==> src/rtl/smms_pkg.sv <==
// shared types and constants for the sliding median moisture scaler
`default_nettype none
package smms_pkg;

  localparam int unsigned WINDOW_DEF     = 50;
  localparam int unsigned COUNT_BITS_DEF = 16;
  localparam int unsigned CFG_IDX_BITS   = 1;
  localparam int unsigned CFG_DATA_BITS  = 16;
  localparam logic [15:0] DRY_RESET      = 16'd800;
  localparam logic [15:0] WET_RESET      = 16'd18000;
  localparam logic [6:0]  PCT_FULL       = 7'd100;

  localparam logic [CFG_IDX_BITS-1:0] REG_DRY = 1'b0;
  localparam logic [CFG_IDX_BITS-1:0] REG_WET = 1'b1;

  typedef enum logic {
    MODE_SAMPLE  = 1'b0,
    MODE_COMPUTE = 1'b1
  } mode_t;

  typedef struct packed {
    logic        mode;
    logic [15:0] raw_count;
  } in_item_t;

  typedef struct packed {
    logic [6:0]  moisture_percent;
    logic [15:0] median_count;
    logic [5:0]  samples_held;
  } out_item_t;

  typedef enum logic [2:0] {
    ST_IDLE,
    ST_RANK,
    ST_PICK,
    ST_DIV,
    ST_DONE
  } state_t;

  // broadcast from the sequencer to every cell
  typedef struct packed {
    logic shift_in;
    logic rank_load;
    logic rank_step;
  } cell_ctl_t;

endpackage
`default_nettype wire

==> src/rtl/sliding_median_moisture_scaler.sv <==
// sliding median moisture scaler top level
// A sample request (mode 0) pushes raw_count into a chain of WINDOW cells; the
// oldest count falls off the far end once the chain is full. A sample gives
// no result.
// A compute request (mode 1) passes every held count past all cells, one per
// cycle; each cell counts the held counts below and equal to its own. The
// cells are then searched one a cycle from the newest until the one of rank
// fill_count/2 is found. A serial divider then works out the percentage, one
// quotient bit per cycle. When the window is empty the request goes straight
// to the done state, skipping ranking and division.
// One request is worked at a time; in_stall is high while busy or while a
// result waits in the output register.
// Reset empties the window, clears the last median and loads dry 800 and
// wet 18000. A waiting result holds while out_stall is high, blocking requests.
`default_nettype none
module sliding_median_moisture_scaler #(
  parameter int unsigned WINDOW     = smms_pkg::WINDOW_DEF
) (
  input  wire logic                                 clk,
  input  wire logic                                 rst,
  input  wire logic                                 in_valid,
  output logic                                      in_stall,
  input  wire smms_pkg::in_item_t                   in_item,
  output logic                                      out_valid,
  input  wire logic                                 out_stall,
  output smms_pkg::out_item_t                       out_item,
  input  wire logic                                 cfg_we,
  input  wire logic [smms_pkg::CFG_IDX_BITS-1:0]    cfg_index,
  input  wire logic [smms_pkg::CFG_DATA_BITS-1:0]   cfg_data
);

  localparam int unsigned COUNT_BITS = smms_pkg::COUNT_BITS_DEF;
  localparam int unsigned RANK_BITS = $clog2(WINDOW + 1);
  localparam int unsigned IDX_BITS  = (WINDOW > 1) ? $clog2(WINDOW) : 1;
  localparam int unsigned NUM_BITS  = 24;

  smms_pkg::state_t    state, state_next;
  smms_pkg::cell_ctl_t ctl;

  logic [15:0]           dry_count, wet_count;
  logic [RANK_BITS-1:0]  fill_count;
  logic [15:0]           last_median;
  logic [COUNT_BITS-1:0] median;
  logic                  found;
  logic [IDX_BITS-1:0]   scan;
  logic [RANK_BITS-1:0]  tap;
  logic [RANK_BITS-1:0]  steps;
  logic [COUNT_BITS-1:0] probe;
  logic                  probe_valid;
  logic                  neg;
  logic                  den_zero;
  logic                  div_start, div_busy;
  logic [NUM_BITS-1:0]   num, quot;
  logic [15:0]           den;

  logic [COUNT_BITS-1:0] cnt_a [WINDOW+1];
  logic                  val_a [WINDOW+1];
  logic [RANK_BITS-1:0]  below_a [WINDOW];
  logic [RANK_BITS-1:0]  same_a  [WINDOW];

  logic accept_in, accept_out;
  assign accept_in  = in_valid && !in_stall;
  assign accept_out = out_valid && !out_stall;
  assign in_stall   = (state != smms_pkg::ST_IDLE) || out_valid;

  assign cnt_a[0] = in_item.raw_count[COUNT_BITS-1:0];
  assign val_a[0] = 1'b1;

  // chain position of the cell under scan
  assign tap = RANK_BITS'(scan) + 1'b1;

  for (genvar g = 0; g < WINDOW; g++) begin : g_cell
    smms_cell #(.COUNT_BITS(COUNT_BITS), .RANK_BITS(RANK_BITS)) u_cell (
      .clk        (clk),
      .rst        (rst),
      .ctl        (ctl),
      .prev_count (cnt_a[g]),
      .prev_valid (val_a[g]),
      .probe      (probe),
      .probe_valid(probe_valid),
      .count      (cnt_a[g+1]),
      .valid      (val_a[g+1]),
      .below      (below_a[g]),
      .same       (same_a[g])
    );
  end

  // probe register: the count under scan goes to every cell, which counts held counts below/equal to its own
  always_ff @(posedge clk) begin
    if (state == smms_pkg::ST_RANK) begin
      probe       <= cnt_a[tap];
      probe_valid <= val_a[tap];
    end else begin
      probe_valid <= 1'b0;
    end
  end

  // rank match search over cells, one cell a cycle
  logic [RANK_BITS-1:0] k;
  logic [RANK_BITS:0]   hi;
  assign k  = fill_count >> 1;
  assign hi = {1'b0, below_a[scan]} + {1'b0, same_a[scan]};

  always_comb begin
    state_next = state;
    ctl        = '0;
    div_start  = 1'b0;
    unique case (state)
      smms_pkg::ST_IDLE: begin
        if (accept_in) begin
          if (in_item.mode == smms_pkg::MODE_SAMPLE) begin
            ctl.shift_in = 1'b1;
          end else if (fill_count == '0) begin
            state_next = smms_pkg::ST_DONE;
          end else begin
            ctl.rank_load = 1'b1;
            state_next    = smms_pkg::ST_RANK;
          end
        end
      end
      smms_pkg::ST_RANK: begin
        ctl.rank_step = 1'b1;
        if (steps == RANK_BITS'(WINDOW)) begin
          state_next = smms_pkg::ST_PICK;
        end
      end
      smms_pkg::ST_PICK: begin
        if (found || scan == IDX_BITS'(WINDOW - 1)) begin
          state_next = smms_pkg::ST_DIV;
          div_start  = 1'b1;
        end
      end
      smms_pkg::ST_DIV: begin
        if (!div_busy && !div_start) begin
          state_next = smms_pkg::ST_DONE;
        end
      end
      smms_pkg::ST_DONE: begin
        state_next = smms_pkg::ST_IDLE;
      end
      default: state_next = smms_pkg::ST_IDLE;
    endcase
  end

  logic hit;
  assign hit = val_a[tap] && ({1'b0, below_a[scan]} <= {1'b0, k})
               && ({1'b0, k} < hi);

  // signed difference of the count under scan against dry, and of wet against dry
  logic [16:0] dm, dw;
  assign dm = {1'b0, cnt_a[tap][15:0]} - {1'b0, dry_count};
  assign dw = {1'b0, wet_count} - {1'b0, dry_count};

  always_comb begin
    found = hit;
  end

  logic [15:0] mag_m, mag_w;
  assign mag_m = dm[16] ? 16'(-dm) : dm[15:0];
  assign mag_w = dw[16] ? 16'(-dw) : dw[15:0];
  assign num   = NUM_BITS'(mag_m) * NUM_BITS'(7'd100);
  assign den   = mag_w;

  smms_div #(.N_BITS(NUM_BITS), .D_BITS(16)) u_div (
    .clk  (clk),
    .rst  (rst),
    .start(div_start),
    .num  (num),
    .den  (den),
    .busy (div_busy),
    .quot (quot)
  );

  always_ff @(posedge clk) begin
    if (rst) begin
      state       <= smms_pkg::ST_IDLE;
      fill_count  <= '0;
      last_median <= '0;
      dry_count   <= smms_pkg::DRY_RESET;
      wet_count   <= smms_pkg::WET_RESET;
      out_valid   <= 1'b0;
    end else begin
      state <= state_next;
      if (cfg_we) begin
        unique case (cfg_index)
          smms_pkg::REG_DRY: dry_count <= cfg_data;
          smms_pkg::REG_WET: wet_count <= cfg_data;
          default: ;
        endcase
      end
      if (ctl.shift_in && fill_count != RANK_BITS'(WINDOW)) begin
        fill_count <= fill_count + 1'b1;
      end
      if (accept_out) begin
        out_valid <= 1'b0;
      end
      if (state == smms_pkg::ST_DONE) begin
        out_valid <= 1'b1;
        out_item.median_count <= (fill_count == '0) ? last_median : 16'(median);
        out_item.samples_held <= 6'(fill_count);
        if (fill_count == '0 || den_zero || neg) begin
          out_item.moisture_percent <= '0;
        end else if (quot > NUM_BITS'(smms_pkg::PCT_FULL)) begin
          out_item.moisture_percent <= smms_pkg::PCT_FULL;
        end else begin
          out_item.moisture_percent <= quot[6:0];
        end
        if (fill_count != '0) begin
          last_median <= 16'(median);
        end
      end
    end
  end

  always_ff @(posedge clk) begin
    if (ctl.rank_load) begin
      scan  <= '0;
      steps <= '0;
    end else if (state == smms_pkg::ST_RANK) begin
      steps <= steps + 1'b1;
      scan  <= (scan == IDX_BITS'(WINDOW - 1) || steps == RANK_BITS'(WINDOW)) ?
               '0 : scan + 1'b1;
    end else if (state == smms_pkg::ST_PICK) begin
      if (hit) begin
        median <= cnt_a[tap];
      end else begin
        scan <= scan + 1'b1;
      end
    end
    if (div_start) begin
      neg      <= (dm[16] != dw[16]) && (dm != '0);
      den_zero <= (dw == '0);
    end
  end

`ifndef SYNTH
  a_stall_busy: assert property (@(posedge clk) disable iff (rst)
    (state != smms_pkg::ST_IDLE) |-> in_stall)
    else $error("request taken while busy");
  a_fill_max: assert property (@(posedge clk) disable iff (rst)
    fill_count <= RANK_BITS'(WINDOW))
    else $error("fill count beyond window");
  a_out_hold: assert property (@(posedge clk) disable iff (rst)
    (out_valid && out_stall) |=> (out_valid && $stable(out_item)))
    else $error("stalled result changed");
  a_pct_range: assert property (@(posedge clk) disable iff (rst)
    out_valid |-> (out_item.moisture_percent <= smms_pkg::PCT_FULL))
    else $error("percentage out of range");
`endif

endmodule
`default_nettype wire

==> src/rtl/smms_cell.sv <==
// one window cell: holds a count and counts how many held counts rank below it and equal it
`default_nettype none
module smms_cell #(
  parameter int unsigned COUNT_BITS = smms_pkg::COUNT_BITS_DEF,
  parameter int unsigned RANK_BITS  = 6
) (
  input  wire logic                  clk,
  input  wire logic                  rst,
  input  wire smms_pkg::cell_ctl_t   ctl,
  input  wire logic [COUNT_BITS-1:0] prev_count,
  input  wire logic                  prev_valid,
  input  wire logic [COUNT_BITS-1:0] probe,
  input  wire logic                  probe_valid,
  output logic [COUNT_BITS-1:0]      count,
  output logic                       valid,
  output logic [RANK_BITS-1:0]       below,
  output logic [RANK_BITS-1:0]       same
);

  always_ff @(posedge clk) begin
    if (ctl.shift_in) begin
      count <= prev_count;
    end
    if (ctl.rank_load) begin
      below <= '0;
      same  <= '0;
    end else if (ctl.rank_step && probe_valid && valid) begin
      if (probe < count) begin
        below <= below + 1'b1;
      end else if (probe == count) begin
        same <= same + 1'b1;
      end
    end
  end

  always_ff @(posedge clk) begin
    if (rst) begin
      valid <= 1'b0;
    end else if (ctl.shift_in) begin
      valid <= prev_valid;
    end
  end

endmodule
`default_nettype wire

==> src/rtl/smms_div.sv <==
// serial restoring divider, one quotient bit a cycle
`default_nettype none
module smms_div #(
  parameter int unsigned N_BITS = 24,
  parameter int unsigned D_BITS = 16
) (
  input  wire logic              clk,
  input  wire logic              rst,
  input  wire logic              start,
  input  wire logic [N_BITS-1:0] num,
  input  wire logic [D_BITS-1:0] den,
  output logic                   busy,
  output logic [N_BITS-1:0]      quot
);

  localparam int unsigned CNT_BITS = $clog2(N_BITS + 1);

  logic [D_BITS:0]       rem;
  logic [D_BITS-1:0]     dreg;
  logic [CNT_BITS-1:0]   cnt;
  logic [D_BITS+1:0]     trial;

  assign trial = {rem, quot[N_BITS-1]} - {2'b00, dreg};

  always_ff @(posedge clk) begin
    if (start) begin
      rem  <= '0;
      quot <= num;
      dreg <= den;
    end else if (busy) begin
      if (!trial[D_BITS+1]) begin
        rem <= trial[D_BITS:0];
      end else begin
        rem <= {rem[D_BITS-1:0], quot[N_BITS-1]};
      end
      quot <= {quot[N_BITS-2:0], !trial[D_BITS+1]};
    end
  end

  always_ff @(posedge clk) begin
    if (rst) begin
      busy <= 1'b0;
      cnt  <= '0;
    end else if (start) begin
      busy <= 1'b1;
      cnt  <= CNT_BITS'(N_BITS);
    end else if (busy) begin
      cnt <= cnt - 1'b1;
      if (cnt == CNT_BITS'(1)) begin
        busy <= 1'b0;
      end
    end
  end

endmodule
`default_nettype wire
==> config.mk <==
export PLATFORM = sky130hd
export DESIGN_NAME = sliding_median_moisture_scaler
export DESIGN_NICKNAME = d
export VERILOG_FILES = /design/src/rtl/smms_pkg.sv /design/src/rtl/sliding_median_moisture_scaler.sv /design/src/rtl/smms_cell.sv /design/src/rtl/smms_div.sv
export SDC_FILE = /design/constraint.sdc
export NUM_CORES = 2
export LEC_CHECK = 0
export BUFFER_PORTS_ARGS = -buffer_cell sky130_fd_sc_hd__buf_2
export CELL_PAD_IN_SITES_DETAIL_PLACEMENT = 1
export CELL_PAD_IN_SITES_GLOBAL_PLACEMENT = 2
export CORE_MARGIN = 2
export CORE_UTILIZATION = 44
export CTS_CLUSTER_DIAMETER = 50
export DETAILED_ROUTE_END_ITERATION = 10
export PLACE_DENSITY = 0.84
export REMOVE_ABC_BUFFERS = 1
export SYNTH_ARGS = -nofsm -noshare
export SYNTH_HDL_FRONTEND = slang
export SYNTH_SLANG_ARGS = --single-unit
==> constraint.sdc <==
create_clock -name clk -period 31.7 [get_ports clk]
set_input_delay 1.585 -clock clk [delete_from_list [all_inputs] [get_ports clk]]
set_output_delay 1.585 -clock clk [all_outputs]
set_load 0.01 [all_outputs]
==> flow_summary.yaml <==
run_status:
  outcome: "finished clean"
route:
  vias_per_cell: 5.91
  dr_total_vias: 71500
  wirelength_um: 310000
  drc: 0
  final_antenna_net_count: 0
  first_pass_iters: 6
  drtIter0Drc: 4462
  avgRoutedWirePerCell_um: 25.7
logic_synthesis:
  synth.yosys.seq_area_share: 0.436
  synthCells: 8890
  ys_seq_elements: 1647
  synthTopCellsByArea: "edfxtp_1, dfxtp_1, ha_1"
  synth_area_per_cell_um2: 10.8
  syn-cell-area_um2: 96200
  synth_edf_count: 900
  synth_flop_cell: "edfxtp_1"
  synthArstFlopShare: 0
  synth_top_area_cell: "edfxtp_1"
  yosysWarningCount: 0
  synth_top_area_share: 0.281
  synth_cell_types: 84
setup_path:
  slowest_stage: "o21ai_1"
  cpMostUsedCell: "ha_1"
  crit_start: "scan[1]$_SDFFE_PP0P_"
  crit_buf_inv: 5
  rrSetupSlack_ns: 19.21
  r2r-start: "scan[1]$_SDFFE_PP0P_"
  worst-path-max-fanout: 44
  critical_path_class: "reg2reg"
  cp_top_family: "compound AO/OA/AOI/OAI gates"
  cpPeakStageDelay_ns: 0.90
  crit_required_ns: 32.27
  cp.arrival_ns: 13.05
  startpoint_type: "register"
  critPathCaptureType: "register"
timing:
  drv_slew: 0
  max_freq_mhz: 80.1
  grt_setup_unrepaired: "false"
  worst_slew_pin_slew_ns: 1.38
  skew_ns: 0.0518
  setup_tns_ns: 0
  hold_violations: 0
  setup_viol: 0
  post-route-period-util: 0.394
  layout_min_cycle_time_ns: 12.49
  relSlewSlack: 0.0704
clock_network:
  clk_pin_slew_ns: 0.06
  clock-sinks: 1647
  h-tree-depth: 4
  clockRootBuffer: "clkbuf_16"
  postCtsSetupRepairBufs: 0
  cts_buffers: 222
  cts_hold_buf: 0
  ctsLongestPathBuffers: 3
  tritoncts: "yes"
  cts_resized: 0
  clk-insertion-delay-late_ns: 0.88
final_layout:
  nFillCells: 23200
  drive_gt1_frac: 0.111
  postLayoutCellArea_um2: 108000
  finalNetCount: 10100
  area_growth_pct: 12.1
global_route:
  grt_usage: 0.277
  grt_pass1_vias: 76400
  grt_first_pass_wirelength_um: 470000
  antenna_found_initial: 2
  grt-ovfl-total: 0
  grt_start_max_net_pins: 173
die:
  rows: 171
  die_area_um2: 222000
  core_um2: 217000
  start_util: 0.443
  die_x_um: 472
  fp.dieH_um: 472
  ios: 70
run:
  cap_violations: 0
placement:
  port_buffers: 69
  post-dp-hpwl_um: 230000
  placed_cell_area_um2: 100000
  place_congestion: 0.896
worst_hold_path:
  worstHoldStart: "last_median[3]$_SDFFE_PP0P_"
  hold_class: "reg2reg"
## metal layers
layer | global-route usage | wire (um) | up-vias
met5 | 0 | 0 | -
met4 | 0.198 | 25700 | 0
met3 | 0.0313 | 12000 | 680
met2 | 0.481 | 153000 | 1739
met1 | 0.318 | 120000 | 36300
li1 | - | - | 32800
## Yosys cell counts, types with 72 or more instances
| cell | n |
|---|---|
| a21oi_1 | 395 |
| edfxtp_1 | 900 |
| nor3_1 | 72 |
| nand4_1 | 314 |
| nand3_1 | 185 |
| nand2_1 | 705 |
| xnor2_1 | 145 |
| mux4_2 | 411 |
| ha_1 | 1026 |
| nor2b_1 | 131 |
| nand2b_1 | 82 |
| nor2_1 | 752 |
| clkbuf_1 | 176 |
| inv_1 | 979 |
| o21ai_0 | 279 |
| mux2i_1 | 165 |
| xor2_1 | 324 |
| dfxtp_1 | 747 |
| o21a_1 | 167 |
## final cells by class
type                            count  area [um^2]  share of cell area
Clock buffer                      297         6190              0.0574
Clock inverter                    119         1530              0.0142
Multi-Input combinational cell   5993        49500               0.459
Timing Repair Buffer              193         1330              0.0123
Tap cell                         2854         3570              0.0331
Sequential cell                  1647        42000               0.390
Antenna cell                        3         7.51           0.0000696
Inverter                          980         3690              0.0342
## through the flow
stage | utilization | worst slack [ns] | std cells | hold WS, ns
global route | 0.496 | 18.64 | 12100 | 0.477
floorplan | - | 4.53 | 8620 | 0.428
finish | 0.496 | 19.21 | 12100 | 0.456
detailed placement | 0.461 | 19.52 | 11700 | 0.451
global placement | 0.461 | 19.74 | 11700 | 0.440
CTS | 0.496 | 19.44 | 12100 | 0.458
## flip-flops by register name (all words and copies together), names as in the netlist, 3 cells and up
signal and count:
dry_count 16, fill_count 6, g_cell.u_cell.below 300, g_cell.u_cell.count 800, g_cell.u_cell.same 300, g_cell.u_cell.valid 50, last_median 16, median 16
out_item 29, probe 16, scan 6, state 3, steps 6, u_div.cnt 5, u_div.dreg 16, u_div.quot 24
u_div.rem 17, wet_count 16
## worst paths after layout
kind / to / cells past startpoint
setup / recovery: u_div.quot[21]$_DFFE_PP_ / 33
hold / removal: last_median[3]$_SDFFE_PP0P_ / 2
setup reg to reg: u_div.quot[21]$_DFFE_PP_ / 33
hold reg to reg: last_median[3]$_SDFFE_PP0P_ / 2
## cell families after synthesis
logic type,share of synthesized area
AO/OA/AOI/OAI,0.0881
adder cells (fa/ha/maj),0.137
AND/OR/NAND/NOR,0.129
XOR/XNOR,0.0433
flip-flops,0.436
buffers and inverters,0.0507
multiplexers,0.116
## layout by cell type, fill, tap and decap left out, types with 229 or more instances in the layout
cell type     n
edfxtp_1    900
ha_1       1025
mux4_2      411
o21ai_0     278
nand4_1     314
xor2_1      321
clkbuf_16   229
nand2_1     704
nor2_1      751
dfxtp_1     741
inv_1       978
a21oi_1     394
## tightest hold or removal path, stage by stage (launching register included)
cell,delay (ns)
dfxtp_1,0.30
nand2_1,0.05
a21oi_1,0.05
Power is not shown: default switching activity piles up to over one toggle a cycle in this logic, so the estimate is an artifact.
